## config.mk

```make
export PLATFORM = sky130hd
export DESIGN_NAME = double_ended_queue_core
export DESIGN_NICKNAME = d
export VERILOG_FILES = /design/src/hw/rtl/deq_pkg.sv /design/src/hw/rtl/deq_out_fifo.sv /design/src/hw/rtl/double_ended_queue_core.sv
export SDC_FILE = /design/constraint.sdc
export NUM_CORES = 1
export LEC_CHECK = 0
export ABC_AREA = 1
export BUFFER_PORTS_ARGS = -buffer_cell sky130_fd_sc_hd__buf_2
export CORE_MARGIN = 2
export CORE_UTILIZATION = 34
export DETAILED_ROUTE_END_ITERATION = 7
export PLACE_DENSITY = 0.57
export SLEW_MARGIN = 5
export SYNTH_ARGS = -nofsm -noshare
export SYNTH_HDL_FRONTEND = slang
export SYNTH_SLANG_ARGS = --single-unit
```

## constraint.sdc

```tcl
create_clock -name clk -period 4.2 [get_ports clk]
set_input_delay 0.63 -clock clk [delete_from_list [all_inputs] [get_ports clk]]
set_output_delay 0.63 -clock clk [all_outputs]
set_load 0.02 [all_outputs]
```

## src/hw/rtl/deq_pkg.sv

```systemverilog
// shared types and codes for the double-ended queue core
// no dependencies; imported by deq_out_fifo and double_ended_queue_core
package deq_pkg;

  // operation codes carried on the input tuser
  localparam logic [2:0] OP_INS_FRONT = 3'd0;
  localparam logic [2:0] OP_DEL_FRONT = 3'd1;
  localparam logic [2:0] OP_INS_REAR  = 3'd2;
  localparam logic [2:0] OP_DEL_REAR  = 3'd3;
  localparam logic [2:0] OP_LIST      = 3'd4;

  // status codes carried on the output tuser
  localparam logic [1:0] STATUS_OK    = 2'd0;
  localparam logic [1:0] STATUS_EMPTY = 2'd1;
  localparam logic [1:0] STATUS_FULL  = 2'd2;

  // result buffer sizing
  localparam int OUT_DEPTH = 4;
  localparam int OUT_PW    = $clog2(OUT_DEPTH);
  localparam int OUT_CW    = $clog2(OUT_DEPTH + 1);

  typedef logic signed [31:0] entry_t;

  // one result word
  typedef struct packed {
    entry_t     entry;
    logic [1:0] status;
    logic       is_last;
  } result_t;

  // push request from the control logic into the result buffer
  typedef struct packed {
    logic    valid;
    result_t data;
  } result_push_t;

  // control state
  typedef enum logic [1:0] {
    ST_IDLE = 2'b01,
    ST_LIST = 2'b10
  } state_t;

endpackage

```

## src/hw/rtl/deq_out_fifo.sv

```systemverilog
// small result buffer between the queue control and the output stream
// depends on deq_pkg for result_t, result_push_t and buffer sizing
module deq_out_fifo import deq_pkg::*; (
  input  logic                clk,
  input  logic                rst,
  input  result_push_t        push,
  output logic [OUT_CW-1:0]   count,
  output logic                out_valid,
  input  logic                out_ready,
  output result_t             out_data
);

  result_t             buf_q [OUT_DEPTH];
  logic [OUT_PW-1:0]   head;
  logic [OUT_PW-1:0]   tail;
  logic                pop;

  assign pop       = out_valid && out_ready;
  assign out_valid = (count != '0);
  assign out_data  = buf_q[head];

  // payload storage
  always_ff @(posedge clk) begin
    if (push.valid) begin
      buf_q[tail] <= push.data;
    end
  end

  // pointers and fill count
  always_ff @(posedge clk) begin
    if (rst) begin
      head  <= '0;
      tail  <= '0;
      count <= '0;
    end else begin
      if (push.valid) begin
        tail <= (tail == OUT_PW'(OUT_DEPTH - 1)) ? '0 : tail + 1'b1;
      end
      if (pop) begin
        head <= (head == OUT_PW'(OUT_DEPTH - 1)) ? '0 : head + 1'b1;
      end
      if (push.valid && !pop) begin
        count <= count + 1'b1;
      end else if (pop && !push.valid) begin
        count <= count - 1'b1;
      end
    end
  end

`ifndef ASSERT_OFF
  a_no_push_when_full: assert property (@(posedge clk) disable iff (rst)
    push.valid |-> (count < OUT_CW'(OUT_DEPTH)))
    else $error("result pushed into full buffer");

  a_count_up: assert property (@(posedge clk) disable iff (rst)
    (push.valid && !pop) |=> (count == $past(count) + 1'b1))
    else $error("buffer count did not rise on push");

  a_count_down: assert property (@(posedge clk) disable iff (rst)
    (pop && !push.valid) |=> (count == $past(count) - 1'b1))
    else $error("buffer count did not fall on pop");
`endif

endmodule

```

## src/hw/rtl/double_ended_queue_core.sv

```systemverilog
// double-ended queue core: ring store in a synchronous memory plus control
// depends on deq_pkg and instantiates deq_out_fifo
//
// A bounded double-ended queue of DEPTH signed 32-bit entries held in a ring
// in one synchronous memory (one write port, one registered read port).
// Each input word carries an operation in tuser and a value in tdata. An
// insert, a delete or an unused op code is handled as it is taken; inserts and
// deletes give a single status word, unused codes give nothing. A list of
// n entries holds off new input while it walks: it is taken, then one memory
// read per cycle from front to rear while the result buffer has room, with
// tlast on the rear entry, and input waits until the last read lands; a list
// of an empty queue gives one empty status word and is handled as it is taken.
// Results pass through a four-word buffer, so the block keeps working while
// the output side stalls until that buffer fills. No clearing pass follows
// reset; the queue is empty at once.
module double_ended_queue_core import deq_pkg::*; #(
  parameter int DEPTH = 16
) (
  input  logic        clk,
  input  logic        rst,
  input  logic        s_axis_tvalid,
  output logic        s_axis_tready,
  input  logic [31:0] s_axis_tdata,  // [31:0] value
  input  logic [2:0]  s_axis_tuser,  // [2:0] op
  output logic        m_axis_tvalid,
  input  logic        m_axis_tready,
  output logic [31:0] m_axis_tdata,  // [31:0] entry
  output logic [1:0]  m_axis_tuser,  // [1:0] status
  output logic        m_axis_tlast   // is_last
);

  localparam int IW = $clog2(DEPTH);
  localparam int CW = $clog2(DEPTH + 1);
  localparam logic [IW-1:0] TOP_IDX = IW'(DEPTH - 1);
  localparam logic [IW:0]   DEPTH_W = (IW + 1)'(DEPTH);

  state_t              state, state_next;
  logic [IW-1:0]       front_index, front_index_next;
  logic [CW-1:0]       occupancy, occupancy_next;
  logic [IW-1:0]       rd_addr, rd_addr_next;
  logic [CW-1:0]       lst_left, lst_left_next;

  entry_t              mem [DEPTH];
  entry_t              rd_data;
  logic                rd_pend;
  logic                rd_last;
  logic                rd_issue;

  logic                mem_we;
  logic [IW-1:0]       wr_addr;

  logic                accept;
  logic                room;
  logic                is_full;
  logic                is_empty;
  logic [IW-1:0]       front_dec;
  logic [IW-1:0]       front_inc;
  logic [IW:0]         rear_sum;
  logic [IW-1:0]       rear_addr;

  logic                st_push;
  logic [1:0]          st_code;
  result_push_t        push;
  result_t             out_data;
  logic [OUT_CW-1:0]   fifo_count;

  // ring index arithmetic
  assign is_full   = (occupancy == CW'(DEPTH));
  assign is_empty  = (occupancy == '0);
  assign front_dec = (front_index == '0) ? TOP_IDX : front_index - 1'b1;
  assign front_inc = (front_index == TOP_IDX) ? '0 : front_index + 1'b1;
  assign rear_sum  = {1'b0, front_index} + (IW + 1)'(occupancy);
  assign rear_addr = (rear_sum >= DEPTH_W) ? IW'(rear_sum - DEPTH_W) : rear_sum[IW-1:0];

  // room in the result buffer, counting a read still in flight
  assign room = ((OUT_CW + 1)'(fifo_count) + (OUT_CW + 1)'(rd_pend))
                < (OUT_CW + 1)'(OUT_DEPTH);

  assign s_axis_tready = (state == ST_IDLE) && !rd_pend && room;
  assign accept        = s_axis_tvalid && s_axis_tready;

  // operation decode and pointer updates
  always_comb begin
    state_next       = state;
    front_index_next = front_index;
    occupancy_next   = occupancy;
    rd_addr_next     = rd_addr;
    lst_left_next    = lst_left;
    mem_we           = 1'b0;
    wr_addr          = rear_addr;
    st_push          = 1'b0;
    st_code          = STATUS_OK;
    rd_issue         = 1'b0;
    unique case (state)
      ST_IDLE: begin
        if (accept) begin
          unique case (s_axis_tuser)
            OP_INS_FRONT: begin
              st_push = 1'b1;
              if (is_full) begin
                st_code = STATUS_FULL;
              end else begin
                front_index_next = front_dec;
                wr_addr          = front_dec;
                mem_we           = 1'b1;
                occupancy_next   = occupancy + 1'b1;
              end
            end
            OP_DEL_FRONT: begin
              st_push = 1'b1;
              if (is_empty) begin
                st_code = STATUS_EMPTY;
              end else begin
                front_index_next = (occupancy == CW'(1)) ? '0 : front_inc;
                occupancy_next   = occupancy - 1'b1;
              end
            end
            OP_INS_REAR: begin
              st_push = 1'b1;
              if (is_full) begin
                st_code = STATUS_FULL;
              end else begin
                mem_we         = 1'b1;
                occupancy_next = occupancy + 1'b1;
              end
            end
            OP_DEL_REAR: begin
              st_push = 1'b1;
              if (is_empty) begin
                st_code = STATUS_EMPTY;
              end else begin
                occupancy_next = occupancy - 1'b1;
                if (occupancy == CW'(1)) begin
                  front_index_next = '0;
                end
              end
            end
            OP_LIST: begin
              if (is_empty) begin
                st_push = 1'b1;
                st_code = STATUS_EMPTY;
              end else begin
                state_next    = ST_LIST;
                rd_addr_next  = front_index;
                lst_left_next = occupancy;
              end
            end
            default: begin
              // unused codes are dropped
            end
          endcase
        end
      end
      ST_LIST: begin
        if (room) begin
          rd_issue      = 1'b1;
          lst_left_next = lst_left - 1'b1;
          rd_addr_next  = (rd_addr == TOP_IDX) ? '0 : rd_addr + 1'b1;
          if (lst_left == CW'(1)) begin
            state_next = ST_IDLE;
          end
        end
      end
      default: begin
        state_next = ST_IDLE;
      end
    endcase
  end

  // control registers
  always_ff @(posedge clk) begin
    if (rst) begin
      state       <= ST_IDLE;
      front_index <= '0;
      occupancy   <= '0;
      rd_pend     <= 1'b0;
    end else begin
      state       <= state_next;
      front_index <= front_index_next;
      occupancy   <= occupancy_next;
      rd_pend     <= rd_issue;
    end
  end

  // list walk registers
  always_ff @(posedge clk) begin
    rd_addr  <= rd_addr_next;
    lst_left <= lst_left_next;
    if (rd_issue) begin
      rd_last <= (lst_left == CW'(1));
    end
  end

  // ring store, one write and one registered read per cycle
  always_ff @(posedge clk) begin
    if (mem_we) begin
      mem[wr_addr] <= s_axis_tdata;
    end
    if (rd_issue) begin
      rd_data <= mem[rd_addr];
    end
  end

  // a status word and a landing read never coincide
  always_comb begin
    push.valid = st_push || rd_pend;
    if (rd_pend) begin
      push.data = '{entry: rd_data, status: STATUS_OK, is_last: rd_last};
    end else begin
      push.data = '{entry: '0, status: st_code, is_last: 1'b1};
    end
  end

  deq_out_fifo u_out_fifo (
    .clk       (clk),
    .rst       (rst),
    .push      (push),
    .count     (fifo_count),
    .out_valid (m_axis_tvalid),
    .out_ready (m_axis_tready),
    .out_data  (out_data)
  );

  assign m_axis_tdata = out_data.entry;
  assign m_axis_tuser = out_data.status;
  assign m_axis_tlast = out_data.is_last;

`ifndef ASSERT_OFF
  a_occ_bound: assert property (@(posedge clk) disable iff (rst)
    occupancy <= CW'(DEPTH))
    else $error("occupancy above depth");

  a_front_bound: assert property (@(posedge clk) disable iff (rst)
    front_index <= TOP_IDX)
    else $error("front index outside ring");

  a_list_enters: assert property (@(posedge clk) disable iff (rst)
    (accept && s_axis_tuser == OP_LIST && !is_empty) |=> (state == ST_LIST))
    else $error("list of non-empty queue did not start walk");

  a_no_accept_in_flight: assert property (@(posedge clk) disable iff (rst)
    rd_pend |-> !accept)
    else $error("word taken while a list read was in flight");

  a_front_reset_on_empty: assert property (@(posedge clk) disable iff (rst)
    (state == ST_IDLE && occupancy == '0) |-> (front_index == '0))
    else $error("empty queue with non-zero front index");
`endif

endmodule
```

==> results.yml, run 1 <==
clock_network:
  cts_sinks: 715
  cts_setup_buffers: 0
  holdBufCountCts: 0
  htreeDepth: 3
  root_buffer: "clkbuf_16"
  numCtsBuffers: 72
  clk_pin_slew_ns: 0.06
  cts_max_path_buffers: 3
  tritoncts: "done"
  clk_latency_ns: 0.62
  cts-resized-gates: 0
timing:
  final.setup_skew_ns: 0.0223
  fmax_mhz: 301
  tightest_slew_ns: 1.07
  rsz0062_at_grt: "no"
  fin_crit_sh_pct: 79.0
  slew_headroom_pct: 28.4
  drv_slew: 0
  fin_ws_ns: 0.880
  period_minus_slack_ns: 3.32
  setup_viol: 0
  final_hold_viol_count: 0
  fin_tns_setup_ns: 0
global_route:
  grt_overflow_total: 0
  grt_max_degree: 176
  grt_pass1_vias: 17267
  grt_first_pass_wirelength_um: 107000
  grt_usage_pct: 16.4
  antenna_found_initial: 3
worst_setup_path:
  critical_path_arrival_ns: 2.69
  reg2reg_slack_ns: 1.14
  cp-end-kind: "output port"
  reg2regPathDepth: 12
  rr_endpoint: "mem[4][10]"
  cp-endpoint: "m_axis_tdata[28]"
  path_class: "reg -> out"
  start_kind: "flop"
  cp_max_fo: 36
  cp.required_ns: 3.57
  reg2reg_from: "occupancy[1]"
layout:
  nFillCells: 7856
  fin_area_mm2: 0.0326
  drive_gt1_share_pct: 11.7
  n_antenna_cell: 0
  multi_input_area_mm2: 0.00648
  nNetsFinal: 2398
  syn2layout_area_growth_pct: 14.0
  final_cells: 3474
  register_area_mm2: 0.0213
synth:
  synthesis.area_mm2: 0.0286
  yosysWarnings: 0
  netlist_instances: 2271
  syn-num-nets: 2330
  ys_seq_area_share_pct: 74.3
  ys_ff_latch: 715
  synth-async-reset-ratio_pct: 0
  synth_edf_count: 694
  synth_flop_cell: "edfxtp_1"
  post_synth_num_cell_types: 40
  synth.avg_cell_area_um2: 12.6
place:
  portBuffers: 75
  dp.cells: 3345
  place_hpwl_um: 40300
  place_area_mm2: 0.0304
  routabilityCongestion: 0.837
  place_ws_ns: 1.07
floorplanning:
  die_h_um: 294
  core_mm2: 0.0836
  dieWidth_um: 294
  placementRows: 106
  die_area_mm2: 0.0865
  initial_core_util_pct: 34.3
  io_pins: 76
detailed_routing:
  first_pass_iters: 5
  routedWlPerCell_um: 20.4
  avgViaCountPerCell: 5.06
  drc: 0
  routed_wl_um: 70900
  vias: 17578
  route.antenna.remaining_nets: 0
  drt_iter0_markers: 1790
worst_hold_path:
  holdCritPathClass: "in -> reg"
  hold_start: "rst"
power_and_ir_drop:
  leakagePower_nw: 11.4
  switching_share_pct: 25.6
  finalPower_w: 0.0162
  p_clk_share_pct: 38.1
  p_int_w: 0.0120
  power_density_mw_per_mm2: 496
  peakVddDrop_uv: 258
  power.switching_w: 0.00414
  p_comb_share_pct: 11.8
  seqPwrFrac_pct: 50.0
job:
  drv_cap: 0
run_status:
  outcome: "finished, final reports clean"
worst min path at each step:
| stage | endpoint | cells after the start | slack [ns] |
|---|---|---|---|
| after global placement | u_out_fifo.count[0] | 1 | 0.49 |
| final | occupancy[3] | 2 | 0.27 |
| after floorplan | u_out_fifo.count[0] | 1 | 0.48 |
| after detailed placement | u_out_fifo.count[0] | 1 | 0.52 |
| after global routing | occupancy[3] | 2 | 0.24 |
| after CTS | occupancy[4] | 2 | 0.24 |
metrics by stage:
stage	hold slack (ns)	util (%)
6_report	0.268	39.1
5_1_grt	0.242	39.1
4_1_cts	0.236	39.1
3_5_place_dp	0.521	36.4
3_3_place_gp	0.493	36.4
2_1_floorplan	0.478	-
critical path: stages (launching register included):
cell,delay (ns)
dfxtp_1,0.30
buf_4,0.25
inv_1,0.71
buf_4,0.30
o21ai_0,0.10
o22ai_1,0.19
buf_2,0.22
registers in the layout, summed over array words and instances, names as in the netlist, named ones only:
register / cells
lst_left: 5
mem: 512
state: 2
rd_last: 1
u_out_fifo.tail: 2
u_out_fifo.buf_q: 140
rd_pend: 1
occupancy: 5
rd_data: 32
u_out_fifo.head: 2
u_out_fifo.count: 3
rd_addr: 4
front_index: 4
cells in the final DEF, fill, tap and decap left out, types with 3 or more instances in the layout:
master / count
edfxtp_1: 694
nand2_1: 336
nor2_1: 278
o21ai_0: 267
inv_1: 112
nand3_1: 104
a21oi_1: 77
buf_2: 75
clkbuf_16: 74
o22ai_1: 57
o211ai_1: 46
nand4_1: 46
buf_4: 36
nor2_4: 23
dfxtp_1: 20
clkinv_1: 18
ha_1: 18
clkinv_2: 17
nand2_2: 11
xor2_1: 11
clkbuf_1: 11
buf_12: 9
inv_2: 7
o21ai_1: 5
nand3_2: 4
inv_6: 4
xnor2_1: 4
bufinv_16: 4
nand3b_1: 3
nor2_2: 3
area by class of cell:
cell class / instances / share of cell area (%)
Sequential cell: 715 / 65.2
Clock buffer: 87 / 5.89
Multi-Input combinational cell: 1306 / 19.8
Inverter: 124 / 1.46
Timing Repair Buffer: 120 / 2.53
Clock inverter: 42 / 0.978
Tap cell: 1080 / 4.14
power groups by stage:
| stage | Combinational (W) | Clock [W] | Sequential [W] |
|---|---|---|---|
| 6_report | 0.00192 | 0.00616 | 0.00809 |
| 5_1_grt | 0.00212 | 0.00654 | 0.00811 |
| 4_1_cts | 0.00195 | 0.00629 | 0.00809 |
| 3_5_place_dp | 0.00195 | 0 | 0.00824 |
| 3_3_place_gp | 0.00190 | 0 | 0.00823 |
| 2_1_floorplan | 0.00122 | 0 | 0.00820 |
cells in the mapped netlist, types with 2 or more instances:
library cell  number  area share [%]
edfxtp_1         694              73
nand2_2           10            0.22
o21ai_1            5           0.087
buf_1              3           0.039
xnor2_1            4            0.12
buf_2             37            0.65
clkinv_1           3           0.039
nand2_1          337             4.4
buf_4              8            0.21
dfxtp_1           21             1.5
nor2_2             3           0.066
a21oi_1           77             1.3
o21ai_0          267             4.7
buf_6              4            0.16
inv_2              7           0.092
nand4_1           46             1.0
nand3_2            4            0.14
nand3_1          104             1.8
o22ai_1           57             1.2
nor2_1           299             3.9
inv_1            113             1.5
clkbuf_1          73            0.96
xor2_1            11            0.34
nor2_4             2           0.079
nand3b_1           3           0.079
nor3_1             2           0.035
o211ai_1          46             1.2
fa_1               2            0.14
ha_1              18            0.79
layer usage:
| metal | wire length, µm | up-vias | track usage (%) | share of wire, % |
|---|---|---|---|---|
| li1 | - | 8280 | - | - |
| met4 | 1540 | 2 | 4.16 | 2.2 |
| met3 | 4420 | 106 | 3.50 | 6.2 |
| met1 | 31800 | 8704 | 22.6 | 45 |
| met5 | 13 | - | 0 | 0.018 |
| met2 | 33200 | 486 | 26.3 | 47 |
logic make-up after synthesis:
group                    Yosys count  synth area share, %
XOR/XNOR                          15                0.459
buffers and inverters            250                 3.67
flip-flops                       715                 74.3
AO/OA/AOI/OAI                    456                 8.67
adder cells (fa/ha/maj)           20                0.927
AND/OR/NAND/NOR                  815                 12.0
Power figures use the tool's default switching activity.
==> run 2, diff against run 1 <==
Settings changed: ABC_AREA 1 to 0.
Clock period 4.2 ns to 3.3 ns, I/O delays scaled along.
==> results.yml, run 2 <==
run_status:
  outcome: "finished, final reports clean"
floorplanning:
  die_area_mm2: 0.0840
  dieWidth_um: 290
  placementRows: 104
  core_mm2: 0.0807
  initial_core_util_pct: 34.4
  die_h_um: 290
  io_pins: 76
clock_network:
  clk_pin_slew_ns: 0.06
  tritoncts: "done"
  clk_latency_ns: 0.61
  cts_sinks: 715
  cts_max_path_buffers: 3
  root_buffer: "clkbuf_16"
  cts_setup_buffers: 0
  numCtsBuffers: 74
  holdBufCountCts: 0
  htreeDepth: 3
  cts-resized-gates: 0
synth:
  synth_flop_cell: "edfxtp_1"
  ys_top_cells_by_count: "694 x edfxtp_1, 131 x mux4_2, 57 x a211oi_1, 49 x a21oi_1, 48 x o21ai_0"
  ys_ff_latch: 715
  synth_largest_area_cell: "edfxtp_1"
  synth_top_area_share_pct: 75.1
  synth_edf_count: 694
  ys_seq_area_share_pct: 76.6
  synth.most_common_cell: "edfxtp_1"
  post_synth_num_cell_types: 54
  yosysWarnings: 0
  synthTopCellsByArea: "edfxtp_1 75%, mux4_2 11%, a211oi_1 1.5%"
  synth-async-reset-ratio_pct: 0
  syn-num-nets: 1456
  synth.avg_cell_area_um2: 19.9
  netlist_instances: 1397
  synthesis.area_mm2: 0.0278
detailed_routing:
  drc: 0
  drt_iter0_markers: 1140
  route.antenna.remaining_nets: 0
  vias: 13595
  avgViaCountPerCell: 5.11
  first_pass_iters: 7
  routedWlPerCell_um: 23.0
  routed_wl_um: 61200
worst_setup_path:
  max_stage_delay_ns: 0.79
  cp-end-kind: "flop"
  cp_max_fo: 29
  start_kind: "flop"
  cp.required_ns: 3.63
  path_class: "reg -> reg"
  critical_path_arrival_ns: 3.39
  path_cells: "inv_1 > ha_1 > nand4bb_1 > and4_1 > nor2_1 > a31oi_1 > nor2_4 > buf_12"
  slowest_stage: "a31oi_1"
global_route:
  grt_max_degree: 48
  antenna_found_initial: 4
  grt_first_pass_wirelength_um: 91700
  grt_usage_pct: 14.8
  grt_overflow_total: 0
  grt_pass1_vias: 14101
timing:
  fin_tns_setup_ns: 0
  drv_slew: 0
  final_hold_viol_count: 0
  tightest_slew_ns: 1.06
  slew_headroom_pct: 29.0
  final.setup_skew_ns: 0.0166
  rsz0062_at_grt: "no"
  setup_viol: 0
  hold_ws_ns: 0.184
  fmax_mhz: 327
  fin_crit_sh_pct: 92.7
  period_minus_slack_ns: 3.06
place:
  place_area_mm2: 0.0302
  portBuffers: 75
  routabilityCongestion: 0.817
  place_hpwl_um: 38000
  dp.cells: 2526
job:
  drv_cap: 0
layout:
  drive_gt1_share_pct: 25.9
  syn2layout_area_growth_pct: 17.5
  fin_util_pct: 40.4
  layout_common_cells: "694 x edfxtp_1, 131 x mux4_2, 76 x clkbuf_16"
  final_cells: 2659
  fin_area_mm2: 0.0326
  nNetsFinal: 1601
  regMostFlops: "mem"
  largest_reg_flops: 512
  reg.largest.list: "mem x512, u_out_fifo.buf_q x140, rd_data x32"
  mostFrequentLayoutCell: "edfxtp_1"
power_and_ir_drop:
  leakagePower_nw: 10.4
  peakVddDrop_uv: 383
  power_density_mw_per_mm2: 621
worst_hold_path:
  holdCritPathClass: "in -> reg"
[run 2: per-stage QoR]
step | worst slack (ns) | total power [W]
finish | 0.241 | 0.0203
detailed placement | 0.246 | 0.0122
floorplan | -0.344 | 0.0115
global route | 0.0413 | 0.0210
global placement | 0.376 | 0.0122
CTS | 0.211 | 0.0205
[run 2: path summary, 6_finish.rpt]
| path | from | to | slack, ns | cells after the start |
|---|---|---|---|---|
| worst max-delay path | occupancy[0] | mem[15][10] | 0.24 | 8 |
| worst min-delay path | m_axis_tready | flop | 0.18 | 3 |
| worst max register to register | occupancy[0] | mem[15][10] | 0.24 | 8 |
| worst min register to register | u_out_fifo.head[1] | flop | 0.50 | 2 |
[run 2: routing by layer]
metal	wire [µm]	GRT usage, %	up-vias	part of all wire (%)
li1	-	-	6032	-
met4	1230	4.22	0	2.0
met1	27100	20.6	7104	44
met3	3210	2.56	87	5.2
met2	29700	24.0	372	49
met5	0	0	-	0
[run 2: worst max-delay path, delay by kind of cell, from the launching register on]
kind                       cells  cell delay (ns)
DFF                            1             0.48
and+or+nand+nor                4             0.89
buffers and inverters          2             0.36
AOI/OAI and AO/OA              1             0.79
adders and majority gates      1             0.24
[run 2: final cells by class]
class / count / area [µm²]
Tap cell: 1060 / 1330
Clock buffer: 97 / 1980
Antenna cell: 1 / 2.50
Clock inverter: 35 / 423
Inverter: 15 / 56.3
Sequential cell: 715 / 21300
Multi-Input combinational cell: 591 / 6280
Fill cell: 7178 / 48100
Timing Repair Buffer: 145 / 1280
[run 2: logic make-up after synthesis]
group	count (synthesis)	synth area share (%)
xor gates and xnor gates	16	0.505
adders and majority gates	20	0.955
DFF	715	76.6
muxes	173	12.2
AOI/OAI and AO/OA	213	4.96
and+or+nand+nor	169	3.42
buffers and inverters	91	1.41
[run 2: report_power, final]
| group | leakage, nW | total (W) | internal [W] | switching [W] |
|---|---|---|---|---|
| combinational | 2.76 | 0.00171 | 0.000685 | 0.00102 |
| clock | 1.17 | 0.00827 | 0.00495 | 0.00333 |
| sequential | 6.48 | 0.0103 | 0.0102 | 0.000131 |
| total | 10.4 | 0.0203 | 0.0158 | 0.00448 |
==> run 3, diff against run 2 <==
Settings changed: BUFFER_PORTS_ARGS -buffer_cell sky130_fd_sc_hd__buf_2 to not set, DONT_BUFFER_PORTS set to 1, PLACE_DENSITY 0.57 to 0.56.
==> results.yml, run 3 (same netlist as run 2, synthesis figures left out) <==
clock_network:
  cts_max_path_buffers: 3
  clk_pin_slew_ns: 0.06
  tritoncts: "done"
  root_buffer: "clkbuf_16"
  clk_latency_ns: 0.61
  htreeDepth: 3
  cts_sinks: 715
  numCtsBuffers: 75
detailed_routing:
  drt_iter0_markers: 1187
  routedWlPerCell_um: 23.3
  avgViaCountPerCell: 5.14
  drc: 0
  route.antenna.remaining_nets: 0
  routed_wl_um: 61200
  first_pass_iters: 5
  vias: 13472
layout:
  fin_util_pct: 40.2
  mostFrequentLayoutCell: "edfxtp_1"
  syn2layout_area_growth_pct: 16.9
  nNetsFinal: 1566
  drive_gt1_share_pct: 22.3
  largest_reg_flops: 512
  regMostFlops: "mem"
  layout_common_cells: "694 x edfxtp_1, 131 x mux4_2, 76 x clkbuf_16"
  reg.largest.list: "mem x512, u_out_fifo.buf_q x140, rd_data x32"
power_and_ir_drop:
  power_density_mw_per_mm2: 616
  finalPower_w: 0.0200
  peakVddDrop_uv: 370
  leakagePower_nw: 10.2
worst_hold_path:
  hold_start: "m_axis_tready"
  hold_depth: 2
  holdCritPathClass: "in -> reg"
global_route:
  grt_overflow_total: 0
  grt_usage_pct: 14.8
  antenna_found_initial: 5
  grt_max_degree: 50
  grt_pass1_vias: 13760
  grt_first_pass_wirelength_um: 91300
floorplanning:
  initial_core_util_pct: 34.4
  placementRows: 104
  die_h_um: 290
  io_pins: 76
  core_mm2: 0.0807
  dieWidth_um: 290
  die_area_mm2: 0.0840
worst_setup_path:
  reg2reg_slack_ns: 0.31
  critical_path_arrival_ns: 3.33
  start_kind: "flop"
  cp-end-kind: "flop"
  path_class: "reg -> reg"
  reg2regPathDepth: 8
  cp_max_fo: 32
  cp.required_ns: 3.64
  reg2reg_from: "occupancy[0]"
  rr_endpoint: "mem[2][14]"
timing:
  setup_viol: 0
  hold_ws_ns: 0.0576
  fin_crit_sh_pct: 90.7
  tightest_slew_ns: 1.01
  final_hold_viol_count: 0
  period_minus_slack_ns: 2.99
  rsz0062_at_grt: "no"
  final.setup_skew_ns: 0.0136
  slew_headroom_pct: 32.4
  drv_slew: 0
  fmax_mhz: 334
job:
  drv_cap: 0
place:
  place_hpwl_um: 36700
  portBuffers: 0
  routabilityCongestion: 0.758
run_status:
  outcome: "finished, final reports clean"
[run 3: changes by cell type in the layout (fill, tap and decap cells not counted), sizes merged, moves of 3 or more]
cell,change
buf,-69
dlygate4sd3,+33
clkbuf,-6
clkinv,+3
clkinvlp,+4
[run 3: worst max path at each step]
stage | from | to | slack, ns | depth (start not counted)
final | occupancy[0] | mem[2][14] | 0.31 | 8
after global routing | occupancy[0] | mem[5][26] | 0.13 | 8
after CTS | occupancy[0] | mem[11][21] | 0.14 | 8
after detailed placement | occupancy[0] | mem[11][15] | 0.16 | 8
after global placement | occupancy[0] | mem[11][17] | 0.24 | 8
after floorplan | occupancy[0] | mem[0][0] | -0.34 | 7
[run 3: through the flow]
stage / worst slack, ns / std cells / TNS (ns) / cell area, µm²
floorplan: -0.344 / 1397 / -66.02 / 27800
global placement: 0.238 / 2456 / 0 / 29800
detailed placement: 0.160 / 2456 / 0 / 29800
CTS: 0.138 / 2618 / 0 / 32500
global route: 0.126 / 2619 / 0 / 32500
finish: 0.307 / 2621 / 0 / 32500
[run 3: power by group]
| part | total, W | internal (W) | switching, W |
|---|---|---|---|
| registers | 0.0103 | 0.0102 | 0.000113 |
| logic | 0.00161 | 0.000610 | 0.00100 |
| clock network | 0.00813 | 0.00477 | 0.00335 |
[run 3: critical path: stages (launching register included)]
cell	delay, ns
dfxtp_1	0.50
inv_1	0.12
ha_1	0.23
nand4bb_1	0.17
and4_1	0.52
nor3b_1	0.11
a31oi_1	0.74
nor2_4	0.08
buf_12	0.23
[run 3: timing repair]
action,CTS,global route
setup buffers,0,1
gates resized for setup,0,0
endpoints found under the setup margin,0,19
hold buffers,33,0
hold endpoints to repair,533,0
[run 3: final cells by class]
type | instances | area, µm²
Timing Repair Buffer | 109 | 1180
Tap cell | 1060 | 1330
Antenna cell | 2 | 5.00
Clock buffer | 91 | 1960
Fill cell | 7160 | 48200
Sequential cell | 715 | 21300
Clock inverter | 38 | 402
Multi-Input combinational cell | 591 | 6280
Inverter | 15 | 56.3
[run 3: layer usage]
layer | vias to the layer above | global-route usage [%] | wire length (µm)
met5 | - | 0 | 13
met4 | 2 | 3.33 | 869
met3 | 70 | 2.69 | 3400
met2 | 331 | 23.2 | 28500
met1 | 7093 | 21.5 | 28400
li1 | 5976 | - | -
